===== src/rtl/meter_pulse_detector_assert.svh =====
// Assertion macros shared by the detector RTL.
`ifndef METER_PULSE_DETECTOR_ASSERT_SVH
`define METER_PULSE_DETECTOR_ASSERT_SVH

// The consequent must hold in the same cycle as the antecedent.
`define MPD_ASSERT_IMP(lbl, ante, cons, msg) \
    lbl: assert property (@(posedge i_clk) disable iff (!i_rst_n) (ante) |-> (cons)) \
        else $error(msg);

// The consequent must hold in the cycle after the antecedent.
`define MPD_ASSERT_NXT(lbl, ante, cons, msg) \
    lbl: assert property (@(posedge i_clk) disable iff (!i_rst_n) (ante) |=> (cons)) \
        else $error(msg);

`endif


===== src/rtl/mpd_pkg.sv =====
package mpd_pkg;

    localparam int WEIGHT_BITS  = 9;
    localparam int WEIGHT_SHIFT = 8;
    localparam logic [WEIGHT_BITS-1:0] WEIGHT_ONE = 9'd256;

    localparam int CFG_INDEX_BITS = 3;
    localparam int CFG_DATA_BITS  = 32;
    localparam int LEN_BITS       = 8;
    localparam int COUNT_BITS     = 32;

    localparam logic [CFG_INDEX_BITS-1:0] CFG_LEVEL_MARGIN  = 3'd0;
    localparam logic [CFG_INDEX_BITS-1:0] CFG_MIN_PULSE_LEN = 3'd1;
    localparam logic [CFG_INDEX_BITS-1:0] CFG_MAX_PULSE_LEN = 3'd2;
    localparam logic [CFG_INDEX_BITS-1:0] CFG_WINDOW_MS     = 3'd3;
    localparam logic [CFG_INDEX_BITS-1:0] CFG_RISE_WEIGHT   = 3'd4;
    localparam logic [CFG_INDEX_BITS-1:0] CFG_FALL_WEIGHT   = 3'd5;
    localparam logic [CFG_INDEX_BITS-1:0] CFG_PEAK_WEIGHT   = 3'd6;
    localparam logic [CFG_INDEX_BITS-1:0] CFG_SNR_WEIGHT    = 3'd7;

    localparam logic [7:0]               RST_LEVEL_MARGIN  = 8'd15;
    localparam logic [LEN_BITS-1:0]      RST_MIN_PULSE_LEN = 8'd3;
    localparam logic [LEN_BITS-1:0]      RST_MAX_PULSE_LEN = 8'd15;
    localparam logic [CFG_DATA_BITS-1:0] RST_WINDOW_MS     = 32'd60000;
    localparam logic [WEIGHT_BITS-1:0]   RST_RISE_WEIGHT   = 9'd240;
    localparam logic [WEIGHT_BITS-1:0]   RST_FALL_WEIGHT   = 9'd252;
    localparam logic [WEIGHT_BITS-1:0]   RST_PEAK_WEIGHT   = 9'd240;
    localparam logic [WEIGHT_BITS-1:0]   RST_SNR_WEIGHT    = 9'd240;

    typedef enum logic [1:0] {
        EV_NONE   = 2'd0,
        EV_ACCEPT = 2'd1,
        EV_REJECT = 2'd2,
        EV_CLOSE  = 2'd3
    } t_event;

endpackage


===== src/rtl/mpd_blend.sv =====
module mpd_blend #(
    parameter int W = 19
) (
    input  logic signed [W-1:0]                   i_old,
    input  logic signed [W-1:0]                   i_new,
    input  logic        [mpd_pkg::WEIGHT_BITS-1:0] i_weight,
    output logic signed [W-1:0]                   o_avg
);
    import mpd_pkg::*;

    localparam int SUM_BITS = W + WEIGHT_BITS + 2;

    logic        [WEIGHT_BITS-1:0] w_old;
    logic        [WEIGHT_BITS-1:0] w_new;
    logic signed [SUM_BITS-1:0]    p_old;
    logic signed [SUM_BITS-1:0]    p_new;
    logic signed [SUM_BITS-1:0]    sum;
    logic signed [SUM_BITS-1:0]    sum_adj;
    logic signed [SUM_BITS-1:0]    quot;

    // The weighted sum is divided by 256 with truncation toward zero.
    always_comb begin
        w_old   = (i_weight > WEIGHT_ONE) ? WEIGHT_ONE : i_weight;
        w_new   = WEIGHT_ONE - w_old;
        p_old   = SUM_BITS'(i_old) * SUM_BITS'($signed({1'b0, w_old}));
        p_new   = SUM_BITS'(i_new) * SUM_BITS'($signed({1'b0, w_new}));
        sum     = p_old + p_new;
        sum_adj = sum[SUM_BITS-1] ? sum + SUM_BITS'(WEIGHT_ONE - 9'd1) : sum;
        quot    = sum_adj >>> WEIGHT_SHIFT;
        o_avg   = quot[W-1:0];
    end

endmodule


===== src/rtl/meter_pulse_detector.sv =====
// Optical meter pulse detector.
// Input channel (i_in_valid / o_in_ready) carries one sensor sample and the
// current millisecond tick per transfer. Output channel (o_out_valid /
// i_out_ready) returns exactly one result per input transfer, in order.
// Each sample passes through an input register, one stage of logic that
// updates the baseline, pulse-level and SNR averages and the pulse and
// window counters, and a result register. One item is taken per cycle when
// the receiver keeps up; the averages feed back through their weighted
// multiply into their own registers, and that recurrence sets the rate.
// When the receiver stalls, the result register holds its item and the
// input register can still take one more sample; then o_in_ready drops
// until the result is transferred.
// The configuration port writes one register per cycle with i_cfg_wr_en
// and should only be used while no sample is in flight.
// Synchronous reset restores the default configuration, empties all three
// averages, clears the counters and drops both valid flags.
module meter_pulse_detector #(
    parameter int SAMPLE_BITS   = 8,
    parameter int FRACTION_BITS = 10,
    parameter int TICK_BITS     = 32
) (
    input  logic                                  i_clk,
    input  logic                                  i_rst_n,
    input  logic                                  i_cfg_wr_en,
    input  logic [mpd_pkg::CFG_INDEX_BITS-1:0]    i_cfg_index,
    input  logic [mpd_pkg::CFG_DATA_BITS-1:0]     i_cfg_wdata,
    input  logic                                  i_in_valid,
    output logic                                  o_in_ready,
    input  logic [SAMPLE_BITS-1:0]                i_sample,
    input  logic [TICK_BITS-1:0]                  i_tick_ms,
    output logic                                  o_out_valid,
    input  logic                                  i_out_ready,
    output logic                                  o_pulse_present,
    output mpd_pkg::t_event                       o_event_res,
    output logic [mpd_pkg::LEN_BITS-1:0]          o_pulse_len,
    output logic [TICK_BITS-1:0]                  o_pulse_ms,
    output logic [mpd_pkg::COUNT_BITS-1:0]        o_total_pulses,
    output logic [mpd_pkg::COUNT_BITS-1:0]        o_window_pulses,
    output logic [TICK_BITS-1:0]                  o_window_elapsed,
    output logic [SAMPLE_BITS-1:0]                o_baseline_level,
    output logic [SAMPLE_BITS-1:0]                o_peak_level,
    output logic signed [SAMPLE_BITS:0]           o_snr_level
);
    import mpd_pkg::*;

    localparam int AVG_BITS = SAMPLE_BITS + FRACTION_BITS;
    localparam int SNR_BITS = AVG_BITS + 1;
    localparam int CMP_BITS = CFG_DATA_BITS + 1;

    // Configuration.
    logic [7:0]               r_margin;
    logic [LEN_BITS-1:0]      r_min_len;
    logic [LEN_BITS-1:0]      r_max_len;
    logic [CFG_DATA_BITS-1:0] r_window_ms;
    logic [WEIGHT_BITS-1:0]   r_rise_w;
    logic [WEIGHT_BITS-1:0]   r_fall_w;
    logic [WEIGHT_BITS-1:0]   r_peak_w;
    logic [WEIGHT_BITS-1:0]   r_snr_w;

    // Input register.
    logic                   r_in_valid;
    logic [SAMPLE_BITS-1:0] r_in_sample;
    logic [TICK_BITS-1:0]   r_in_tick;

    // Detector state.
    logic [AVG_BITS-1:0]        r_base_avg, n_base_avg;
    logic [AVG_BITS-1:0]        r_peak_avg, n_peak_avg;
    logic signed [SNR_BITS-1:0] r_snr_avg,  n_snr_avg;
    logic                       r_prev_present;
    logic                       r_counting, n_counting;
    logic [LEN_BITS-1:0]        r_len, n_len;
    logic [TICK_BITS-1:0]       r_rise_tick, n_rise_tick;
    logic [COUNT_BITS-1:0]      r_total, n_total;
    logic [TICK_BITS-1:0]       r_win_tick, n_win_tick;
    logic [COUNT_BITS-1:0]      r_win_count, n_win_count;

    // Result register.
    logic                       r_out_valid;
    logic                       r_present, n_present;
    t_event                     r_event, n_event;
    logic [LEN_BITS-1:0]        r_plen, n_plen;
    logic [TICK_BITS-1:0]       r_pms, n_pms;
    logic [COUNT_BITS-1:0]      r_wp, n_wp;
    logic [TICK_BITS-1:0]       r_we, n_we;

    logic                       advance;
    logic [AVG_BITS-1:0]        sfix;
    logic [WEIGHT_BITS-1:0]     base_w;
    logic signed [SNR_BITS-1:0] base_blend;
    logic signed [SNR_BITS-1:0] peak_blend;
    logic signed [SNR_BITS-1:0] snr_blend;
    logic signed [SAMPLE_BITS:0] snr_cur;
    logic signed [SNR_BITS-1:0] snr_fix;
    logic [SAMPLE_BITS:0]       level_sum;
    logic [LEN_BITS-1:0]        len_inc;
    logic                       rise, fall, len_ok, pulse_ok, win_close;
    logic [TICK_BITS-1:0]       win_tick_eff;
    logic [COUNT_BITS-1:0]      win_count_eff;
    logic [TICK_BITS-1:0]       win_delta;
    logic [CFG_DATA_BITS-1:0]   win_len;

    assign advance    = r_in_valid && (!r_out_valid || i_out_ready);
    assign o_in_ready = !r_in_valid || advance;

    assign sfix   = {r_in_sample, {FRACTION_BITS{1'b0}}};
    assign base_w = (r_in_sample > r_base_avg[AVG_BITS-1:FRACTION_BITS]) ? r_rise_w : r_fall_w;

    assign snr_cur = $signed({1'b0, r_in_sample})
                   - $signed({1'b0, r_peak_avg[AVG_BITS-1:FRACTION_BITS]});
    assign snr_fix = {snr_cur, {FRACTION_BITS{1'b0}}};

    mpd_blend #(.W(SNR_BITS)) u_base_blend (
        .i_old    ($signed({1'b0, r_base_avg})),
        .i_new    ($signed({1'b0, sfix})),
        .i_weight (base_w),
        .o_avg    (base_blend)
    );

    mpd_blend #(.W(SNR_BITS)) u_peak_blend (
        .i_old    ($signed({1'b0, r_peak_avg})),
        .i_new    ($signed({1'b0, sfix})),
        .i_weight (r_peak_w),
        .o_avg    (peak_blend)
    );

    mpd_blend #(.W(SNR_BITS)) u_snr_blend (
        .i_old    (r_snr_avg),
        .i_new    (snr_fix),
        .i_weight (r_snr_w),
        .o_avg    (snr_blend)
    );

    always_comb begin
        n_base_avg = (r_base_avg == '0) ? sfix : base_blend[AVG_BITS-1:0];
        level_sum  = {1'b0, r_in_sample} + (SAMPLE_BITS+1)'(r_margin);
        n_present  = {1'b0, n_base_avg[AVG_BITS-1:FRACTION_BITS]} > level_sum;

        n_peak_avg = r_peak_avg;
        if (n_present) begin
            n_peak_avg = (r_peak_avg == '0) ? sfix : peak_blend[AVG_BITS-1:0];
        end

        n_snr_avg = r_snr_avg;
        if (!n_present && r_peak_avg != '0) begin
            n_snr_avg = (r_snr_avg == '0) ? snr_fix : snr_blend;
        end

        rise    = n_present && !r_prev_present;
        fall    = !n_present && r_prev_present;
        len_inc = (r_counting && r_len != '1) ? r_len + LEN_BITS'(1) : r_len;

        n_len       = rise ? '0 : len_inc;
        n_counting  = rise ? 1'b1 : (fall ? 1'b0 : r_counting);
        n_rise_tick = rise ? r_in_tick : r_rise_tick;

        len_ok   = (len_inc >= r_min_len) && (len_inc < r_max_len);
        pulse_ok = fall && len_ok;
        n_total  = pulse_ok ? r_total + COUNT_BITS'(1) : r_total;

        // The first accepted pulse with a nonzero tick opens the window.
        win_tick_eff  = (pulse_ok && r_win_tick == '0) ? r_in_tick : r_win_tick;
        win_count_eff = (pulse_ok && r_win_tick == '0) ? n_total : r_win_count;
        win_delta     = r_in_tick - win_tick_eff;
        win_len       = (r_window_ms == '0) ? CFG_DATA_BITS'(1) : r_window_ms;
        win_close     = pulse_ok && (CMP_BITS'(win_delta) >= CMP_BITS'(win_len));

        n_win_tick  = win_close ? r_in_tick : win_tick_eff;
        n_win_count = win_close ? n_total : win_count_eff;

        n_wp = win_close ? n_total - COUNT_BITS'(1) - win_count_eff : '0;
        n_we = win_close ? win_delta : '0;

        n_plen = fall ? len_inc : '0;
        n_pms  = fall ? r_in_tick - r_rise_tick : '0;

        priority if (win_close) begin
            n_event = EV_CLOSE;
        end else if (pulse_ok) begin
            n_event = EV_ACCEPT;
        end else if (fall) begin
            n_event = EV_REJECT;
        end else begin
            n_event = EV_NONE;
        end
    end

    always_ff @(posedge i_clk) begin
        if (!i_rst_n) begin
            r_margin    <= RST_LEVEL_MARGIN;
            r_min_len   <= RST_MIN_PULSE_LEN;
            r_max_len   <= RST_MAX_PULSE_LEN;
            r_window_ms <= RST_WINDOW_MS;
            r_rise_w    <= RST_RISE_WEIGHT;
            r_fall_w    <= RST_FALL_WEIGHT;
            r_peak_w    <= RST_PEAK_WEIGHT;
            r_snr_w     <= RST_SNR_WEIGHT;
        end else if (i_cfg_wr_en) begin
            unique case (i_cfg_index)
                CFG_LEVEL_MARGIN:  r_margin    <= i_cfg_wdata[7:0];
                CFG_MIN_PULSE_LEN: r_min_len   <= i_cfg_wdata[LEN_BITS-1:0];
                CFG_MAX_PULSE_LEN: r_max_len   <= i_cfg_wdata[LEN_BITS-1:0];
                CFG_WINDOW_MS:     r_window_ms <= i_cfg_wdata;
                CFG_RISE_WEIGHT:   r_rise_w    <= i_cfg_wdata[WEIGHT_BITS-1:0];
                CFG_FALL_WEIGHT:   r_fall_w    <= i_cfg_wdata[WEIGHT_BITS-1:0];
                CFG_PEAK_WEIGHT:   r_peak_w    <= i_cfg_wdata[WEIGHT_BITS-1:0];
                CFG_SNR_WEIGHT:    r_snr_w     <= i_cfg_wdata[WEIGHT_BITS-1:0];
            endcase
        end
    end

    always_ff @(posedge i_clk) begin
        if (!i_rst_n) begin
            r_in_valid <= 1'b0;
        end else if (o_in_ready) begin
            r_in_valid <= i_in_valid;
        end
    end

    always_ff @(posedge i_clk) begin
        if (o_in_ready && i_in_valid) begin
            r_in_sample <= i_sample;
            r_in_tick   <= i_tick_ms;
        end
    end

    always_ff @(posedge i_clk) begin
        if (!i_rst_n) begin
            r_base_avg     <= '0;
            r_peak_avg     <= '0;
            r_snr_avg      <= '0;
            r_prev_present <= 1'b0;
            r_counting     <= 1'b0;
            r_len          <= '0;
            r_rise_tick    <= '0;
            r_total        <= '0;
            r_win_tick     <= '0;
            r_win_count    <= '0;
        end else if (advance) begin
            r_base_avg     <= n_base_avg;
            r_peak_avg     <= n_peak_avg;
            r_snr_avg      <= n_snr_avg;
            r_prev_present <= n_present;
            r_counting     <= n_counting;
            r_len          <= n_len;
            r_rise_tick    <= n_rise_tick;
            r_total        <= n_total;
            r_win_tick     <= n_win_tick;
            r_win_count    <= n_win_count;
        end
    end

    always_ff @(posedge i_clk) begin
        if (!i_rst_n) begin
            r_out_valid <= 1'b0;
        end else if (advance) begin
            r_out_valid <= 1'b1;
        end else if (i_out_ready) begin
            r_out_valid <= 1'b0;
        end
    end

    always_ff @(posedge i_clk) begin
        if (advance) begin
            r_present <= n_present;
            r_event   <= n_event;
            r_plen    <= n_plen;
            r_pms     <= n_pms;
            r_wp      <= n_wp;
            r_we      <= n_we;
        end
    end

    assign o_out_valid      = r_out_valid;
    assign o_pulse_present  = r_present;
    assign o_event_res      = r_event;
    assign o_pulse_len      = r_plen;
    assign o_pulse_ms       = r_pms;
    assign o_total_pulses   = r_total;
    assign o_window_pulses  = r_wp;
    assign o_window_elapsed = r_we;
    assign o_baseline_level = r_base_avg[AVG_BITS-1:FRACTION_BITS];
    assign o_peak_level     = r_peak_avg[AVG_BITS-1:FRACTION_BITS];
    assign o_snr_level      = r_snr_avg[SNR_BITS-1:FRACTION_BITS];

`include "meter_pulse_detector_assert.svh"

    `MPD_ASSERT_IMP(a_event_only_at_end, o_out_valid && o_event_res != EV_NONE, !o_pulse_present, "pulse event reported while a pulse is still present")
    `MPD_ASSERT_IMP(a_quiet_no_length, o_out_valid && o_event_res == EV_NONE, o_pulse_len == '0 && o_pulse_ms == '0, "pulse length reported without an event")
    `MPD_ASSERT_IMP(a_window_only_on_close, o_out_valid && o_event_res != EV_CLOSE, o_window_pulses == '0 && o_window_elapsed == '0, "window figures reported without a closed window")
    `MPD_ASSERT_IMP(a_counting_tracks_pulse, 1'b1, r_counting == r_prev_present, "length counter out of step with pulse state")
    `MPD_ASSERT_NXT(a_free_stage_moves, r_in_valid && !r_out_valid, r_out_valid, "held sample did not move into a free result register")

endmodule

===== config.mk =====
export PLATFORM = sky130hd
export DESIGN_NAME = meter_pulse_detector
export DESIGN_NICKNAME = d
export VERILOG_FILES = /design/src/rtl/mpd_pkg.sv /design/src/rtl/mpd_blend.sv /design/src/rtl/meter_pulse_detector.sv
export VERILOG_INCLUDE_DIRS = /design/src /design/src/rtl
export SDC_FILE = /design/constraint.sdc
export NUM_CORES = 2
export LEC_CHECK = 0
export BUFFER_PORTS_ARGS = -buffer_cell sky130_fd_sc_hd__buf_2
export CAP_MARGIN = 20
export CORE_MARGIN = 2
export CORE_UTILIZATION = 57
export CTS_BUF_LIST = sky130_fd_sc_hd__clkbuf_16
export CTS_CLUSTER_SIZE = 20
export DETAILED_ROUTE_END_ITERATION = 10
export GPL_ROUTABILITY_DRIVEN = 0
export GPL_TIMING_DRIVEN = 0
export MAX_ROUTING_LAYER = met4
export PLACE_DENSITY = 0.72
export RECOVER_POWER = 50
export SLEW_MARGIN = 0
export SYNTH_ARGS = -nofsm -noshare
export SYNTH_HDL_FRONTEND = slang
export SYNTH_SLANG_ARGS = --single-unit

===== constraint.sdc =====
create_clock -name i_clk -period 31.9 [get_ports i_clk]
set_input_delay 6.38 -clock i_clk [delete_from_list [all_inputs] [get_ports i_clk]]
set_output_delay 6.38 -clock i_clk [all_outputs]
set_load 0.03 [all_outputs]

==> impl_results.md <==
- Result of the run: complete, but fails checks
- Failing checks: capacitance limit, slew limit
- Worst-Margin Slew: approximately 3500 ps
- Post-synthesis adder-cell area fraction: 0.345
- Count of H-tree levels built during CTS: 2
- Area share of the leading cell type in the synthesized netlist: 0.226
- Die area: 88200 sq um
- Flip-flop cell with the highest count after synthesis: dfxtp_1
- Post-synthesis instance total: ~5600
- Largest net degree at the start of global routing: 70
- Count of instances resized after the clock tree is built: 0
- Xor/xnor share of the synthesized area: 0.0519
- WP data arrival: about 22000 ps
- Combinational fraction of design power: 0.743
- Later-pin clock latency in the skew report: roughly 630 ps
- Main area contributors after synthesis: fa_1 (23%), ha_1 (12%), dfxtp_1 (12%)
- Total power divided by cell area: 93.2 nW/um^2
- Root Driver: clkbuf_16
- Crit path required time: 32430 ps
- Path category of the worst min-delay check: flop to flop
- Fin Clk Skew: 40.8 ps
- Post-Route Hold Slack: 455 ps
- Global-route congestion overflow total: 0
- Cell with the most instances after synthesis: nand2_1
- Antenna Nets Post-Route: 0
- Setup-violating endpoint count in the final report: 0
- Count of state elements after synthesis: about 430
- Height of the chip: 297 microns
- Final-report max-slew violation count: 81
- Minimum clock period after layout: 21540 ps
- Placeable core region: 85100 sq um
- Clock tree from TritonCTS: built
- Synthesized-area fraction occupied by and/or/nand/nor cells: 0.189
- Share of the synthesized area in compound gates (AO/OA/AOI/OAI): 0.114
- Register-to-register setup slack: approximately 10000 ps
- Critical Setup Path Class: flop to flop
- Count of nets after finishing: between 6000 and 7000
- Async S/R FF share, synth: 0
- Portion of total power attributed to sequential cells: 0.134
- Global-route usage over all layers: 0.317
- Hold-fix buffers at CTS: 0
- Switching share of total power: 0.511
- Number of detailed-route iterations in the first pass: 6
- Worst r2r dst: r_win_tick[31]
- Number of cells traversed by the worst hold path: 2
- Worst path max stage delay: between 700 and 800 ps
- FF-to-FF path depth: between 80 and 90
- Clock sink count: around 430
- Internal power: 2.42 mW
- Setup_tns: 0 ps
- Largest fanout of any net on the critical path: 10
- Max Buffers Root-to-Sink: 3
- Initial core utilization: 0.575
- Origin of the worst min-delay path: r_win_count[22]
- Synthesized area divided by synthesized cell count: 8.73 sq um
- First-pass GRT wire length: 216 mm
- Yosys synthesis warning count: 0
- Worst min-delay path endpoint: r_win_count[22]
- Die Width: 297 microns
- Count of filler cells inserted in the layout: 7607
- Final hold violation count: 0
- FF+latch area: about 10000 sq um
- Vias after detailed routing: 39999
- Routed Wire Length: 135 mm
- Critical path launch point type: flop
- IO buf count: 232
- Cell taking the most area after synthesis: fa_1
- Power dissipated by switching net loads: 2.53 mW
- Starting DRC count in detailed routing: between 3000 and 4000
- Antenna violations before repair: 11
- Via-to-Cell Ratio: 5.64
- Sequential element share of the synthesized area: 0.208
- MaxCap Viol Count: 2
- Via count of the first global-routing pass: 39819
- FP Rows: 107
- Highest-delay cell along the critical path: a21boi_1
- Maximum resistive drop on vdd: 196 uV
- Number of distinct standard cells referenced by the synthesized netlist: 89
- Netlist area before placement: 48900 sq um
- DRC viols: 0
- Layout cell share with drive strength beyond 1: 0.0377
- Multiplexer share of the synthesized area: 0.00688
- Main combinational cell family by area after synthesis: adder cells
- Area of the multi-input gates: 34500 sq um
- TritonCTS buffer count: 51
- Static Leakage: roughly 24 nW
- Period utilisation layout: 0.675
- Achievable frequency: about 46 MHz
- Post-CTS repair timing setup buffer count: 0
- Synthesis-to-finish area growth: 8.54%
- Fraction of power consumed by the clock network: 0.123
- Avg WL per Cell: 19.1 microns
- Worst slew margin relative to its limit: -1.33
- Origin of the critical flop-to-flop path: r_in_sample[0]
- Number of nets produced by synthesis: 6700
- Number of primary I/O pins: 246
- Most frequent cells after synthesis: nand2_1 (864), inv_1 (798), fa_1 (553)
- Kind of end point of the critical path: flop
- RSZ-0062 raised after global routing: false
- Reg clk slew, reported paths: 70 ps
- Number of enable flip-flop cells after synthesis: roughly 150
- Dpl hpwl: 108 mm
==> critical path, delay by kind of cell (launching register included) <==
family	cells	cell delay, ps
adders and majority gates	13	4600
and+or+nand+nor	14	3450
buffers and inverters	16	4400
DFF	1	450
AOI/OAI and AO/OA	30	6700
xor gates and xnor gates	8	1810
==> registers in the layout (all words and copies together), names as in the netlist, 9 cells and up <==
signal / flops
r_win_count: 32
o_window_pulses: 32
r_win_tick: 32
o_window_elapsed: 32
r_in_tick: 32
r_rise_w: 9
o_total_pulses: 32
r_fall_w: 9
o_pulse_ms: 32
r_snr_avg: 19
r_base_avg: 18
r_peak_w: 9
r_window_ms: 32
r_snr_w: 9
r_peak_avg: 18
r_rise_tick: 32
==> layer usage <==
layer  track usage  vias up  share of wire  routed length (microns)
li1              -    18734              -                        -
met5             -        -              0                        0
met4         0.113        0          0.043                     5760
met1         0.425    19600           0.43                    58100
met3        0.0460      265          0.076                    10300
met2         0.491     1400           0.45                    61200
==> worst max path at each step <==
stage	startpoint	to	slack [ps]	depth (start not counted)
after floorplan	r_base_avg[11]	r_win_tick[11]	15610	77
after global placement	r_in_sample[0]	r_win_tick[31]	9350	77
after detailed placement	r_in_sample[0]	r_win_tick[31]	10880	81
after CTS	r_in_sample[0]	r_win_tick[31]	10670	81
after global routing	r_base_avg[16]	r_win_tick[31]	8880	81
final	r_in_sample[0]	r_win_tick[31]	10360	81
==> cell type report <==
cell class,instances,area share
timing repair buffer,237,0.0188
buffer,292,0.0235
multi-input combinational,4081,0.650
antenna,11,0.000518
tap,1144,0.0269
clock buffer,53,0.0250
sequential,434,0.191
clock inverter,42,0.00742
inverter,798,0.0564
==> power groups by stage <==
stage / logic [mW] / registers [mW] / clock network, mW
floorplan: 2.76 / 0.669 / 0
global placement: 3.54 / 0.673 / 0
detailed placement: 3.62 / 0.672 / 0
CTS: 3.66 / 0.660 / 0.614
global route: 4.14 / 0.665 / 0.634
finish: 3.68 / 0.662 / 0.611
==> cell families after synthesis <==
kind of cell | Yosys count
AO/OA/AOI/OAI | 837
flip-flops | 434
buffers and inverters | 1090
adder cells (fa/ha/maj) | 1016
AND/OR/NAND/NOR | 1905
XOR/XNOR | 290
multiplexers | 33
==> cells in the final DEF, fill, tap and decap left out, drive strengths merged, types with 147 or more instances in the layout <==
| cell | n |
|---|---|
| nand2 | 864 |
| inv | 810 |
| fa | 553 |
| clkbuf | 467 |
| ha | 462 |
| and2 | 314 |
| dfxtp | 287 |
| a21oi | 219 |
| xnor2 | 190 |
| nor2 | 171 |
| edfxtp | 147 |
==> stage by stage <==
step | cell area [sq um] | worst slack, ps | utilization | power [mW] | instances
after floorplan | 48900 | 15610 | - | 3.43 | 5605
after global placement | 51500 | 9350 | 0.605 | 4.21 | 6981
after detailed placement | 51600 | 10880 | 0.606 | 4.29 | 6986
after CTS | 53300 | 10670 | 0.626 | 4.93 | 7081
after global routing | 53100 | 8880 | 0.624 | 5.44 | 7091
final | 53100 | 10360 | 0.624 | 4.95 | 7092
Power figures use the tool's default switching activity.
